## src/rtl/core/assert_macros.svh

```systemverilog
`ifndef ASSERT_MACROS_SVH
`define ASSERT_MACROS_SVH

// concurrent check on the rising edge, quiet while reset is held
`define SWPP_ASSERT(label, prop, msg) \
  label: assert property (@(posedge clk_i) disable iff (!rst_ni) (prop)) else $error(msg);

// concurrent check that also holds while reset is held
`define SWPP_ASSERT_ALWAYS(label, prop, msg) \
  label: assert property (@(posedge clk_i) (prop)) else $error(msg);

`endif

```

## src/rtl/core/swpp_cmd_fifo.sv

```systemverilog
`include "assert_macros.svh"

module swpp_cmd_fifo #(
  parameter  int unsigned Width = 8,
  parameter  int unsigned Depth = 2,
  localparam int unsigned PtrW  = (Depth > 1) ? $clog2(Depth) : 1,
  localparam int unsigned CntW  = $clog2(Depth + 1)
) (
  input  logic             clk_i,
  input  logic             rst_ni,
  input  logic             push_valid_i,
  output logic             push_ready_o,
  input  logic [Width-1:0] push_data_i,
  output logic             pop_valid_o,
  input  logic             pop_ready_i,
  output logic [Width-1:0] pop_data_o
);

  logic [Width-1:0] mem_q [Depth];
  logic [PtrW-1:0]  wr_ptr_q, wr_ptr_d;
  logic [PtrW-1:0]  rd_ptr_q, rd_ptr_d;
  logic [CntW-1:0]  cnt_q, cnt_d;
  logic             push, pop;

  assign push_ready_o = (cnt_q != CntW'(Depth));
  assign pop_valid_o  = (cnt_q != '0);
  assign pop_data_o   = mem_q[rd_ptr_q];
  assign push         = push_valid_i && push_ready_o;
  assign pop          = pop_valid_o && pop_ready_i;

  always_comb begin
    wr_ptr_d = wr_ptr_q;
    rd_ptr_d = rd_ptr_q;
    cnt_d    = cnt_q;
    if (push) begin
      wr_ptr_d = (wr_ptr_q == PtrW'(Depth - 1)) ? '0 : wr_ptr_q + PtrW'(1);
    end
    if (pop) begin
      rd_ptr_d = (rd_ptr_q == PtrW'(Depth - 1)) ? '0 : rd_ptr_q + PtrW'(1);
    end
    if (push && !pop) begin
      cnt_d = cnt_q + CntW'(1);
    end else if (pop && !push) begin
      cnt_d = cnt_q - CntW'(1);
    end
  end

  always_ff @(posedge clk_i or negedge rst_ni) begin
    if (!rst_ni) begin
      wr_ptr_q <= '0;
      rd_ptr_q <= '0;
      cnt_q    <= '0;
    end else begin
      wr_ptr_q <= wr_ptr_d;
      rd_ptr_q <= rd_ptr_d;
      cnt_q    <= cnt_d;
    end
  end

  always_ff @(posedge clk_i) begin
    if (push) begin
      mem_q[wr_ptr_q] <= push_data_i;
    end
  end

  `SWPP_ASSERT(a_fill_in_bounds, cnt_q <= CntW'(Depth), "queue fill beyond depth")
  `SWPP_ASSERT(a_fill_tracks_push, $past(rst_ni) && $past(push && !pop) |-> cnt_q == $past(cnt_q) + CntW'(1), "queue fill did not grow on push")
  `SWPP_ASSERT(a_fill_tracks_pop, $past(rst_ni) && $past(pop && !push) |-> cnt_q == $past(cnt_q) - CntW'(1), "queue fill did not shrink")

endmodule

```

## config.mk

```make
export PLATFORM = sky130hd
export DESIGN_NAME = swpp_cmd_fifo
export DESIGN_NICKNAME = d
export VERILOG_FILES = /design/src/rtl/core/swpp_cmd_fifo.sv
export VERILOG_INCLUDE_DIRS = /design/src /design/src/rtl/core
export SDC_FILE = /design/constraint.sdc
export NUM_CORES = 1
export LEC_CHECK = 0
export BUFFER_PORTS_ARGS = -buffer_cell sky130_fd_sc_hd__buf_2
export CORE_UTILIZATION = 40
export CTS_BUF_LIST = sky130_fd_sc_hd__clkbuf_8
export DETAILED_ROUTE_END_ITERATION = 16
export PLACE_DENSITY = 0.73
export SLEW_MARGIN = 20
export SYNTH_ARGS = -nofsm -noshare
export SYNTH_HDL_FRONTEND = slang
export SYNTH_SLANG_ARGS = --single-unit
```

## constraint.sdc

```tcl
create_clock -name clk_i -period 3.1 [get_ports clk_i]
set_input_delay 0.31 -clock clk_i [delete_from_list [all_inputs] [get_ports clk_i]]
set_output_delay 0.31 -clock clk_i [all_outputs]
set_load 0.02 [all_outputs]
```

==> results.cfg <==
[clocking]
cts_setup_buffers = 0
clock-root-buffer = clkbuf_8
cts_resized = 0
cts_max_path_buffers = 2
clock_latency_ns = 0.25
numCtsBuffers = 3
cts_tree = done
cts.sinks = 20
cts.htree.levels = 1
cts_hold_buf = 1
path_clk_slew_ns = 0.07

[global_route]
antenna_found_initial = 0
grt_first_pass_wirelength_mm = 1.76
grt_overflow = 0
grt_pass1_vias = 424
grt_usage_pct = 12.4
grt_max_degree = 12

[critical_path]
reg2reg_setup_slack_ns = 1.53
reg2reg_depth = 3
rr_startpoint = cnt_q[0]
r2r-end = mem_q[0][5]
path_class = flip-flop to output port
worstSetupStartpoint = rd_ptr_q
cp_data_required_time_ns = 2.79
worstSetupStartpointType = flip-flop
cp_cell_sequence = mux2_2 > buf_2
cpMaxStageDelayCell = dfrtp_1
end_kind = output port
critical_path.max_stage_delay_ns = 0.57
crit_arrival_ns = 1.36
cp_max_fo = 9

[yosys]
syn_inst = 43
post-synth-top-area-fraction_pct = 61.0
syn_area_per_cell_sq_um = 18.3
synth_seq_cells = 20
ys_types = 14
synth_area_leaders = edfxtp_1, dfrtp_1, mux2_2
syn_nets = 56
yosysWarnings = 0
syn_area_sq_um = 787
synth_top_area_cell = edfxtp_1
ys_seq_area_share_pct = 73.8

[die]
dieArea_sq_um = 2150
fp.coreArea_sq_um = 1780
io_pins = 22
die_x_um = 46.4
dieHeight_um = 46.4
row_count = 15
start_util_pct = 44.1

[placement]
dp.cells = 88
dpl.hpwl_um = 850
io_buffers = 21
gp_congestion = 0.686
place_area_sq_um = 918

[power]
finalPower_w = 0.000938
p_leak_nw = 0.399
ir_drop_mv = 0.513
p_per_area_nw_per_um2 = 963

[routing]
wl_per_cell_um = 12.5
drc_errors = 0
drt_iter0_drc = 6
via_per_inst = 4.44
wirelength_mm = 1.16
drtAntennaViolNets = 0
vias = 413
first_pass_iters = 4

[finish]
final_cells = 93
diodes = 0
final_area_sq_um = 973
final_cell_mix = buf_2, edfxtp_1, mux2_2
mostFrequentLayoutCell = buf_2
fillers = 153
multi_input_comb_area_sq_um = 198
areaGrowthSynthToFinish_pct = 23.7
layout-drive-gt1-share_pct = 51.5
fin_nets = 82
seqCellArea_sq_um = 581

[worst_hold_path]
whs_endpoint = mem_q[1][3]
whs_path_depth = 1
hp-class = primary input to flip-flop
hold_start = push_data_i[3]

[timing]
max_freq_ghz = 0.597
worst_slew_pin_slew_ns = 0.678
finClkSkew_ns = 0.00314
setup_tns_ns = 0
min_period_ns = 1.67
hold_viol_final = 0
setup_viol = 0
finalCritPeriodShare_pct = 54.0
rsz0062_at_grt = false
drv_slew = 0
relSlewSlack_pct = 54.6

[job]
maxCapViolCount = 0

[run_status]
status = finished clean
==> power breakdown <==
group	leakage (nW)	switching [W]	internal (W)	total [W]
Combinational	0.177	0.000183	0.000159	0.000341
Clock	0.0269	0.0000753	0.0000877	0.000163
Sequential	0.195	0.0000569	0.000376	0.000433
Total	0.399	0.000315	0.000623	0.000938
==> sequential cells by signal, indices dropped and copies added (netlist names) <==
register / cells
rd_ptr_q: 1
wr_ptr_q: 1
mem_q: 16
cnt_q: 2
==> through the flow <==
stage / hold slack [ns] / worst slack [ns] / util (%)
2_1_floorplan: 0.0144 / 1.68 / -
3_3_place_gp: 0.122 / 1.61 / 51.5
3_5_place_dp: 0.125 / 1.50 / 51.5
4_1_cts: 0.240 / 1.40 / 54.6
5_1_grt: 0.239 / 1.36 / 54.6
6_report: 0.246 / 1.43 / 54.6
==> area by class of cell <==
cell class	instances	share of cell area (%)
multi-input cells	21	20.3
inverters	1	0.386
flip-flops and latches	20	59.6
repair buffers	22	11.8
clock buffers	3	4.24
clock inverters	1	0.386
well taps	25	3.21
==> worst max path at each step <==
stage,endpoint,slack (ns),cells past startpoint
finish,pop_data_o[6],1.43,2
global route,pop_data_o[5],1.36,2
CTS,pop_data_o[2],1.40,2
detailed placement,mem_q[0][0],1.50,3
global placement,mem_q[0][0],1.61,3
floorplan,mem_q[0][0],1.68,3
==> worst max-delay path: cells and delay by family, from the launching register on <==
family | cells | cell delay (ns)
multiplexers | 1 | 0.39
buffers and inverters | 1 | 0.16
flip-flops | 1 | 0.57
==> cell families after synthesis <==
family                   Yosys count  share of synthesized area [%]
flip-flops                        20                           73.8
XOR/XNOR                           5                           5.57
AND/OR/NAND/NOR                    7                           6.52
buffers and inverters              2                           1.11
multiplexers                       8                           11.4
adder cells (fa/ha/maj)            1                           1.59
==> synth_stat cells, drive strengths merged <==
cell     n
xnor2    3
inv      1
nand2    2
buf      1
nor2     2
edfxtp  16
xor2     2
and3     1
mux2     8
nand2b   1
dfrtp    4
or2      1
ha       1
==> layer usage <==
| layer | global-route usage (%) | wire length [um] | up-vias |
|---|---|---|---|
| met5 | 0 | 0 | - |
| met4 | 7.06 | 19 | 0 |
| met2 | 20.3 | 573 | 11 |
| met3 | 3.53 | 41 | 2 |
| li1 | - | - | 203 |
| met1 | 14.4 | 528 | 197 |
(Power assumes the default switching activity.)
