`src/rtl/core/assert_macros.svh`:
```
`ifndef ASSERT_MACROS_SVH
`define ASSERT_MACROS_SVH

// concurrent check on the rising edge, quiet while reset is held
`define SWPP_ASSERT(label, prop, msg) \
  label: assert property (@(posedge clk_i) disable iff (!rst_ni) (prop)) else $error(msg);

// concurrent check that also holds while reset is held
`define SWPP_ASSERT_ALWAYS(label, prop, msg) \
  label: assert property (@(posedge clk_i) (prop)) else $error(msg);

`endif

```
`src/rtl/core/swpp_pkg.sv`:
```
package swpp_pkg;

  // window size register
  localparam int unsigned CfgW     = 9;
  localparam logic [CfgW-1:0] WinReset = 9'd1;

  // width of the range fields on the result channel
  localparam int unsigned OutW = 16;

  // entries in the queue between front and tree walker
  localparam int unsigned QueueDepth = 2;

endpackage

```
`src/rtl/core/swpp_front.sv`:
```
module swpp_front import swpp_pkg::*; #(
  parameter  int unsigned MAX_WINDOW  = 256,
  parameter  int unsigned SAMPLE_BITS = 16,
  localparam int unsigned SlotW       = $clog2(MAX_WINDOW),
  localparam int unsigned HiW         = $clog2(MAX_WINDOW + 1),
  localparam int unsigned CmdW        = SAMPLE_BITS + SlotW + HiW + 2
) (
  input  logic                   clk_i,
  input  logic                   rst_ni,
  input  logic                   cfg_valid_i,
  output logic                   cfg_ready_o,
  input  logic [CfgW-1:0]        cfg_window_size_i,
  input  logic                   in_valid_i,
  output logic                   in_ready_o,
  input  logic [SAMPLE_BITS-1:0] sample_i,
  input  logic                   start_req_i,
  output logic                   cmd_valid_o,
  input  logic                   cmd_ready_i,
  output logic [CmdW-1:0]        cmd_o
);

  typedef struct packed {
    logic [SAMPLE_BITS-1:0] sample;
    logic [SlotW-1:0]       slot;
    logic [HiW-1:0]         hi;
    logic                   full;
    logic                   start;
  } cmd_t;

  logic [CfgW-1:0]  win_q;
  logic [HiW-1:0]   eff_size;
  logic [SlotW-1:0] slot_q, slot_d, slot_base, slot_cur;
  logic [HiW-1:0]   fill_q, fill_d, fill_base;
  logic [HiW-1:0]   hi_q, hi_d, hi_base;
  logic [HiW-1:0]   slot_inc;
  logic             accept;
  cmd_t             cmd;

  assign cfg_ready_o = 1'b1;
  assign in_ready_o  = cmd_ready_i;
  assign cmd_valid_o = in_valid_i;
  assign accept      = in_valid_i && in_ready_o;

  always_ff @(posedge clk_i or negedge rst_ni) begin
    if (!rst_ni) begin
      win_q <= WinReset;
    end else if (cfg_valid_i && cfg_ready_o) begin
      win_q <= cfg_window_size_i;
    end
  end

  // zero acts as one, oversize clamps to the slot count
  always_comb begin
    if (win_q == '0) begin
      eff_size = HiW'(1);
    end else if (32'(win_q) > MAX_WINDOW) begin
      eff_size = HiW'(MAX_WINDOW);
    end else begin
      eff_size = HiW'(win_q);
    end
  end

  always_comb begin
    slot_base = start_req_i ? '0 : slot_q;
    fill_base = start_req_i ? '0 : fill_q;
    hi_base   = start_req_i ? '0 : hi_q;
    // pointer left beyond a shrunk window wraps to slot 0
    slot_cur  = (HiW'(slot_base) >= eff_size) ? '0 : slot_base;
    slot_inc  = HiW'(slot_cur) + HiW'(1);
    slot_d    = (slot_inc >= eff_size) ? '0 : slot_inc[SlotW-1:0];
    fill_d    = (fill_base < eff_size) ? fill_base + HiW'(1) : fill_base;
    // written slots always form a prefix, so one mark covers them
    hi_d      = (slot_inc > hi_base) ? slot_inc : hi_base;

    cmd.sample = sample_i;
    cmd.slot   = slot_cur;
    cmd.hi     = hi_d;
    cmd.full   = (fill_d >= eff_size);
    cmd.start  = start_req_i;
  end

  assign cmd_o = cmd;

  always_ff @(posedge clk_i or negedge rst_ni) begin
    if (!rst_ni) begin
      slot_q <= '0;
      fill_q <= '0;
      hi_q   <= '0;
    end else if (accept) begin
      slot_q <= slot_d;
      fill_q <= fill_d;
      hi_q   <= hi_d;
    end
  end

endmodule

```
`config.mk`:
```
export PLATFORM = sky130hd
export DESIGN_NAME = swpp_front
export DESIGN_NICKNAME = d
export VERILOG_FILES = /design/src/rtl/core/assert_macros.svh /design/src/rtl/core/swpp_pkg.sv /design/src/rtl/core/swpp_front.sv
export SDC_FILE = /design/constraint.sdc
export NUM_CORES = 1
export LEC_CHECK = 0
export BUFFER_PORTS_ARGS = -buffer_cell sky130_fd_sc_hd__clkbuf_2
export CAP_MARGIN = 30
export CORE_ASPECT_RATIO = 2
export CORE_MARGIN = 2
export CORE_UTILIZATION = 33
export CTS_BUF_LIST = sky130_fd_sc_hd__clkbuf_16
export DETAILED_ROUTE_END_ITERATION = 12
export GPL_TIMING_DRIVEN = 0
export HOLD_SLACK_MARGIN = 0.02
export PLACE_DENSITY = 0.5
export RECOVER_POWER = 100
export SLEW_MARGIN = 20
export SYNTH_ARGS = -nofsm -noshare
export SYNTH_HDL_FRONTEND = slang
export SYNTH_SLANG_ARGS = --single-unit
export TNS_END_PERCENT = 100
```
`constraint.sdc`:
```
create_clock -name clk_i -period 7.9 [get_ports clk_i]
set_clock_uncertainty 0.1 [all_clocks]
set_input_delay 0.79 -clock clk_i [delete_from_list [all_inputs] [get_ports clk_i]]
set_output_delay 0.79 -clock clk_i [all_outputs]
set_load 0.005 [all_outputs]
```
==> metrics.cfg, run 1 <==
[power]
power.internal_mw = 0.423
ir_drop_v = 0.000159
switching_share_pct = 34.3
power_frac_seq_pct = 32.3
power.total_mw = 0.644
powerDensity_mw_per_mm2 = 166
pwr-share-clk_pct = 30.0
comb_power_share_pct = 37.7
p_sw_mw = 0.221
leakagePower_nw = 1.94

[timing]
worst_slack_ns = 0.403
finalCritPeriodShare_pct = 94.9
setup_violations = 0
maxSlewHeadroom_pct = 29.9
hold_viol = 0
fin_crit_ns = 7.50
drv_slew = 0
clock.fmax_mhz = 133
tightest_slew_ns = 1.05
rsz0062_at_grt = no

[die]
num_rows = 52
die_h_um = 146
core_sq_mm = 0.0100
ios = 69
die_w_um = 75.2
die_area_sq_mm = 0.0110
start_util_pct = 33.4

[place]
gp_congestion = 0.835
dpl_cell_area_sq_mm = 0.00379
post-dp-hpwl_um = 7800
pre_cts_ws_ns = -0.498
port_buffers = 50

[synthesis]
synth_area_sq_mm = 0.00335
syn_inst = 369
synth_top_cell_area_share_pct = 25.4
ys_ff_latch = 35
avgSynthCellArea_sq_um = 9.07
synth_top_cells_by_count = 40 x ha_1, 34 x dfrtp_1, 27 x nor2_1, 26 x nand2_1, 20 x buf_4
yosysMostFrequentCell = ha_1
synth_fp_nets = 440
synth_top_area_cell = dfrtp_1
yosysUniqueCellTypes = 57
ys.flop_type = dfrtp_1
ys_top_cells_by_area = dfrtp_1 25%, ha_1 15%, mux2_2 5.7%
synth_edf_count = 0
async_reset_ff_share_pct = 100
synth_warnings = 0
yosysSeqAreaShare_pct = 26.2

[drt]
drt_wl_total_um = 9570
num_vias = 2977
drc = 0
wl_per_cell_um = 17.0
drt_iter0_drc = 104
ant_nets = 0
vias_per_cell = 5.29
drt_pass1_iterations = 4

[worst_setup_path]
max_stage_delay_ns = 0.39
r2r-start = win_q[8]
critPathTopFamily = buffers and inverters
crit_required_ns = 7.01
crit_path_end_kind = output pin
worst_setup_path_start_kind = input pin
cp-startpoint = start_req_i
path_class = in -> out
path_max_fanout = 10
crit_slowest_cell = a2111oi_0
crit_buf_inv = 11
arrival_ns = 6.61

[final_layout]
stdcell_area_sq_mm = 0.00387
num_antenna_cells = 0
final_nets = 498
final_layout_size_suffix_gt1_share_pct = 20.6
syn2layout_area_growth_pct = 15.7
fillerInstances = 1118

[global_routing]
antenna_found_initial = 0
grt_pass1_wl_um = 14900
grtUsageTotal_pct = 18.1
grt_max_degree = 19
gr-total-overflow = 0
grt_pass1_vias = 2922

[clock_tree]
clkLatencyLatePin_ns = 0.29
htree_levels = 2
cts_buffers = 5
clkSlewWorstSetupHoldPaths_ns = 0.06
root_buffer = clkbuf_16
cts_hold_buf = 0
cts_tree = built
clock_sinks = 35
clockBufferDepth = 2

[job]
drv_cap = 0

[worst_hold_path]
hp-class = reg -> reg
min_from = hi_q[3]

[run_status]
outcome = complete, no violations

## per-layer routing
metal | wire (um) | track usage, %
met1 | 3280 | 17.3
met2 | 5430 | 35.2
met3 | 419 | 2.00
met4 | 444 | 8.95
met5 | 0 | 0
## cell families (layout without fill, tap and decap cells)
kind of cell,count (synthesis),count (layout),synth area share (%)
AO/OA/AOI/OAI,81,81,18.7
XOR/XNOR,14,14,3.66
adder cells (fa/ha/maj),40,40,15.0
buffers and inverters,50,109,8.56
flip-flops,35,35,26.2
multiplexers,25,25,8.15
other,1,1,0.112
AND/OR/NAND/NOR,123,123,19.6
## timing repair
item	CTS	global route
resized for setup	3	6
buffers inserted	0	0
endpoints found under the setup margin	9	8
cloned	0	0
## registers in the layout (all words and copies together), names as in the netlist
register and cells:
hi_q 9, fill_q 9, slot_q 8, win_q 9
## layout make-up
class	count	area [sq um]	area share, %
timing repair buffer	51	228	5.88
tap	135	169	4.36
clock buffer	5	125	3.23
clock inverter	3	16.3	0.420
inverter	16	60.1	1.55
buffer	34	231	5.98
multi-input combinational	284	2160	55.9
sequential	35	877	22.7
## power groups by stage
stage,sequential [mW],combinational [mW],clock (mW)
detailed placement,0.211,0.253,0
finish,0.208,0.243,0.194
global route,0.210,0.269,0.203
global placement,0.211,0.248,0
CTS,0.208,0.255,0.200
floorplan,0.207,0.177,0
## layout by cell type (no fill, tap or decap), types with 3 or more instances in the layout
cell,instances
o21ai_0,13
nand3_1,7
clkbuf_4,6
a211oi_1,4
xor2_1,7
mux2i_1,7
ha_1,40
a32o_1,17
clkbuf_2,30
nand2_1,26
inv_1,16
dfrtp_1,34
mux2_2,17
clkbuf_16,5
buf_4,16
buf_2,4
nor2_1,27
and2_1,4
nand2b_1,13
a21oi_1,10
and3_1,6
o31ai_1,3
xnor2_1,7
a21o_1,14
nor4_1,3
clkbuf_1,26
nor2b_1,18
nor3_1,4
## per-stage QoR
step | instances | utilization, % | setup TNS (ns) | hold slack [ns]
CTS | 563 | 39.3 | 0 | 0.387
detailed placement | 555 | 37.8 | -3.94 | 0.373
finish | 563 | 38.6 | 0 | 0.384
global route | 563 | 38.6 | 0 | 0.415
global placement | 554 | 37.6 | -3.74 | 0.367
floorplan | 369 | - | 0 | 0.358
## path summary, 6_finish.rpt
| check | slack, ns | end | cells after the start |
|---|---|---|---|
| min in group asynchronous | 0.57 | hi_q[4] | 1 |
| hold / removal | 0.38 | hi_q[3] | 1 |
| setup reg to reg | 1.61 | hi_q[8] | 22 |
| max in group asynchronous | 5.68 | fill_q[0] | 2 |
| setup / recovery | 0.40 | cmd_o[7] | 28 |
| hold reg to reg | 0.38 | hi_q[3] | 1 |
Note: power is estimated with default switching activity, not from simulation.
==> run 2, diff against run 1 <==
==> constraint.sdc (replaced) <==
create_clock -name clk_i -period 7.9 [get_ports clk_i]
set_clock_uncertainty 0.1 [all_clocks]
set_input_delay 0.79 -clock clk_i [delete_from_list [all_inputs] [get_ports clk_i]]
set_output_delay 0.79 -clock clk_i [all_outputs]
set_load 0.02 [all_outputs]
==> run 2 against run 1 <==
  * Clock-buffer cell count unchanged
  * First-iteration DRC count increased by 13%
  * Clock power about the same
  * Largest power group unchanged
==> metrics.cfg, run 2 (synthesized netlist as in run 1, its figures left out) <==
[run_status]
outcome = complete, no violations  ; unchanged

[timing]
fin_crit_ns = 7.47  ; was 7.50 ns
hold_viol = 0  ; unchanged
setup_violations = 0  ; unchanged
maxSlewHeadroom_pct = 29.6  ; was 29.9%
finalCritPeriodShare_pct = 94.6  ; was 94.9%
drv_slew = 0  ; unchanged
rsz0062_at_grt = no  ; unchanged
clock.fmax_mhz = 134  ; was 133 MHz
whs_ns = 0.383  ; was 0.384 ns
tightest_slew_ns = 1.06  ; was 1.05 ns

[power]
power.total_mw = 0.660  ; was 0.644 mW
ir_drop_v = 0.000160  ; was 0.000159 V
leakagePower_nw = 1.92  ; was 1.94 nW
powerDensity_mw_per_mm2 = 171  ; was 166 mW/mm^2

[clock_tree]
clock_sinks = 35  ; unchanged
clockBufferDepth = 2  ; unchanged
root_buffer = clkbuf_16  ; unchanged
clkSlewWorstSetupHoldPaths_ns = 0.06  ; about the same
cts_hold_buf = 0  ; unchanged
clkLatencyLatePin_ns = 0.29  ; about the same
htree_levels = 2  ; unchanged
cts_buffers = 5  ; unchanged
cts_tree = built  ; unchanged

[drt]
wl_per_cell_um = 17.0  ; about the same
top_layer_used = met4  ; unchanged
drt_wl_total_um = 9590  ; was 9570 um
num_vias = 2985  ; was 2,977
wl_met3_um = 421  ; was 419 um
vias_per_cell = 5.30  ; was 5.29
dr_wl_met2_um = 5450  ; was 5430 um
m1WireLength_um = 3310  ; was 3280 um
ant_nets = 0  ; unchanged
drc = 0  ; unchanged
drt_iter0_drc = 117  ; was 104
drt_pass1_iterations = 4  ; unchanged

[global_routing]
grtUsageTotal_pct = 18.1  ; unchanged
antenna_found_initial = 0  ; unchanged
grt_pass1_vias = 2922  ; unchanged
grt_pass1_wl_um = 14900  ; unchanged
grt_max_degree = 19  ; unchanged
gr-total-overflow = 0  ; unchanged

[job]
drv_cap = 0  ; unchanged

[worst_setup_path]
crit_top_cell = buf_2
crit_path_end_kind = output pin  ; unchanged
path_max_fanout = 10  ; unchanged
critPathTopFamily = buffers and inverters  ; unchanged
crit_required_ns = 7.01  ; about the same
path_class = in -> out  ; unchanged
crit_buf_inv = 11  ; unchanged
worst_setup_path_start_kind = input pin  ; unchanged
reg2reg_to = hi_q[8]  ; unchanged
reg2reg_slack_ns = 1.61  ; about the same
arrival_ns = 6.58  ; was 6.61 ns
r2r-start = win_q[8]  ; unchanged
crit_slowest_cell = a2111oi_0  ; unchanged
r2r_cells = 22  ; unchanged
max_stage_delay_ns = 0.39  ; about the same

[die]
die_h_um = 146  ; unchanged
core_sq_mm = 0.0100  ; unchanged
die_area_sq_mm = 0.0110  ; unchanged
die_w_um = 75.2  ; unchanged
num_rows = 52  ; unchanged
ios = 69  ; unchanged
start_util_pct = 33.4  ; unchanged

[place]
post-dp-hpwl_um = 7800  ; unchanged
gp_congestion = 0.835  ; unchanged
port_buffers = 50  ; unchanged

[worst_hold_path]
hold_end = hi_q[3]  ; unchanged
hp-class = reg -> reg  ; unchanged
holdPathStages = 1  ; unchanged
min_from = hi_q[3]  ; unchanged

[final_layout]
layout_commonest_cell = ha_1  ; unchanged
final_layout_size_suffix_gt1_share_pct = 19.4  ; was 20.6%
syn2layout_area_growth_pct = 15.5  ; was 15.7%
num_antenna_cells = 0  ; unchanged
layout_common_cells = 40 x ha_1, 34 x dfrtp_1, 31 x clkbuf_1  ; was 40 x ha_1, 34 x dfrtp_1, 30 x clkbuf_2
reg_top3 = fill_q (9), hi_q (9), win_q (9)  ; unchanged
final_nets = 498  ; unchanged

-- run 2: power breakdown --
part           total (mW)  internal, mW  switching (mW)
clock network       0.194         0.115          0.0791
registers           0.208         0.196          0.0123
logic               0.258         0.112           0.146
-- run 2: cell type report --
class,instances,area [sq um]
sequential,35,877
timing repair buffer,51,221
fill,1120,6160
inverter,16,60.1
clock buffer,5,125
buffer,34,231
multi-input combinational,284,2160
tap,135,169
clock inverter,3,16.3
-- run 2: stage by stage --
| stage | worst slack [ns] | instances | area (sq um) | utilization (%) | setup TNS (ns) |
|---|---|---|---|---|---|
| 4_1_cts | 0.0163 | 563 | 3940 | 39.3 | 0 |
| 5_1_grt | 0.0234 | 563 | 3860 | 38.6 | 0 |
| 3_5_place_dp | -0.554 | 555 | 3790 | 37.8 | -4.37 |
| 6_report | 0.425 | 563 | 3860 | 38.6 | 0 |
| 3_3_place_gp | -0.529 | 554 | 3760 | 37.6 | -4.17 |
| 2_1_floorplan | 0.923 | 369 | 3350 | - | 0 |
-- run 2: what timing repair did --
item                       4_1_cts  5_1_grt
resized for setup                3        8
buffers inserted                 0        0
setup endpoints to repair        9        8
-- run 2: worst max path at each step --
stage | depth (start not counted) | start | end | slack [ns]
2_1_floorplan | 26 | start_req_i | cmd_o[10] | 0.92
3_3_place_gp | 28 | start_req_i | cmd_o[3] | -0.53
3_5_place_dp | 28 | start_req_i | cmd_o[7] | -0.55
4_1_cts | 28 | start_req_i | cmd_o[3] | 0.02
5_1_grt | 28 | start_req_i | cmd_o[10] | 0.02
6_report | 28 | start_req_i | cmd_o[10] | 0.43
-- run 2: worst register-to-register path: cells and delay by family (launching register included) --
kind,cells,cell delay (ns)
AND/OR/NAND/NOR,9,2.26
adder cells (fa/ha/maj),3,0.67
AO/OA/AOI/OAI,5,1.60
flip-flops,1,0.48
buffers and inverters,5,1.06
-- run 2: per-layer routing --
metal  vias up  GRT usage, %
met3        24          2.00
li1       1441             -
met5         -             0
met4         0          8.95
met1      1424          17.3
met2        96          35.2
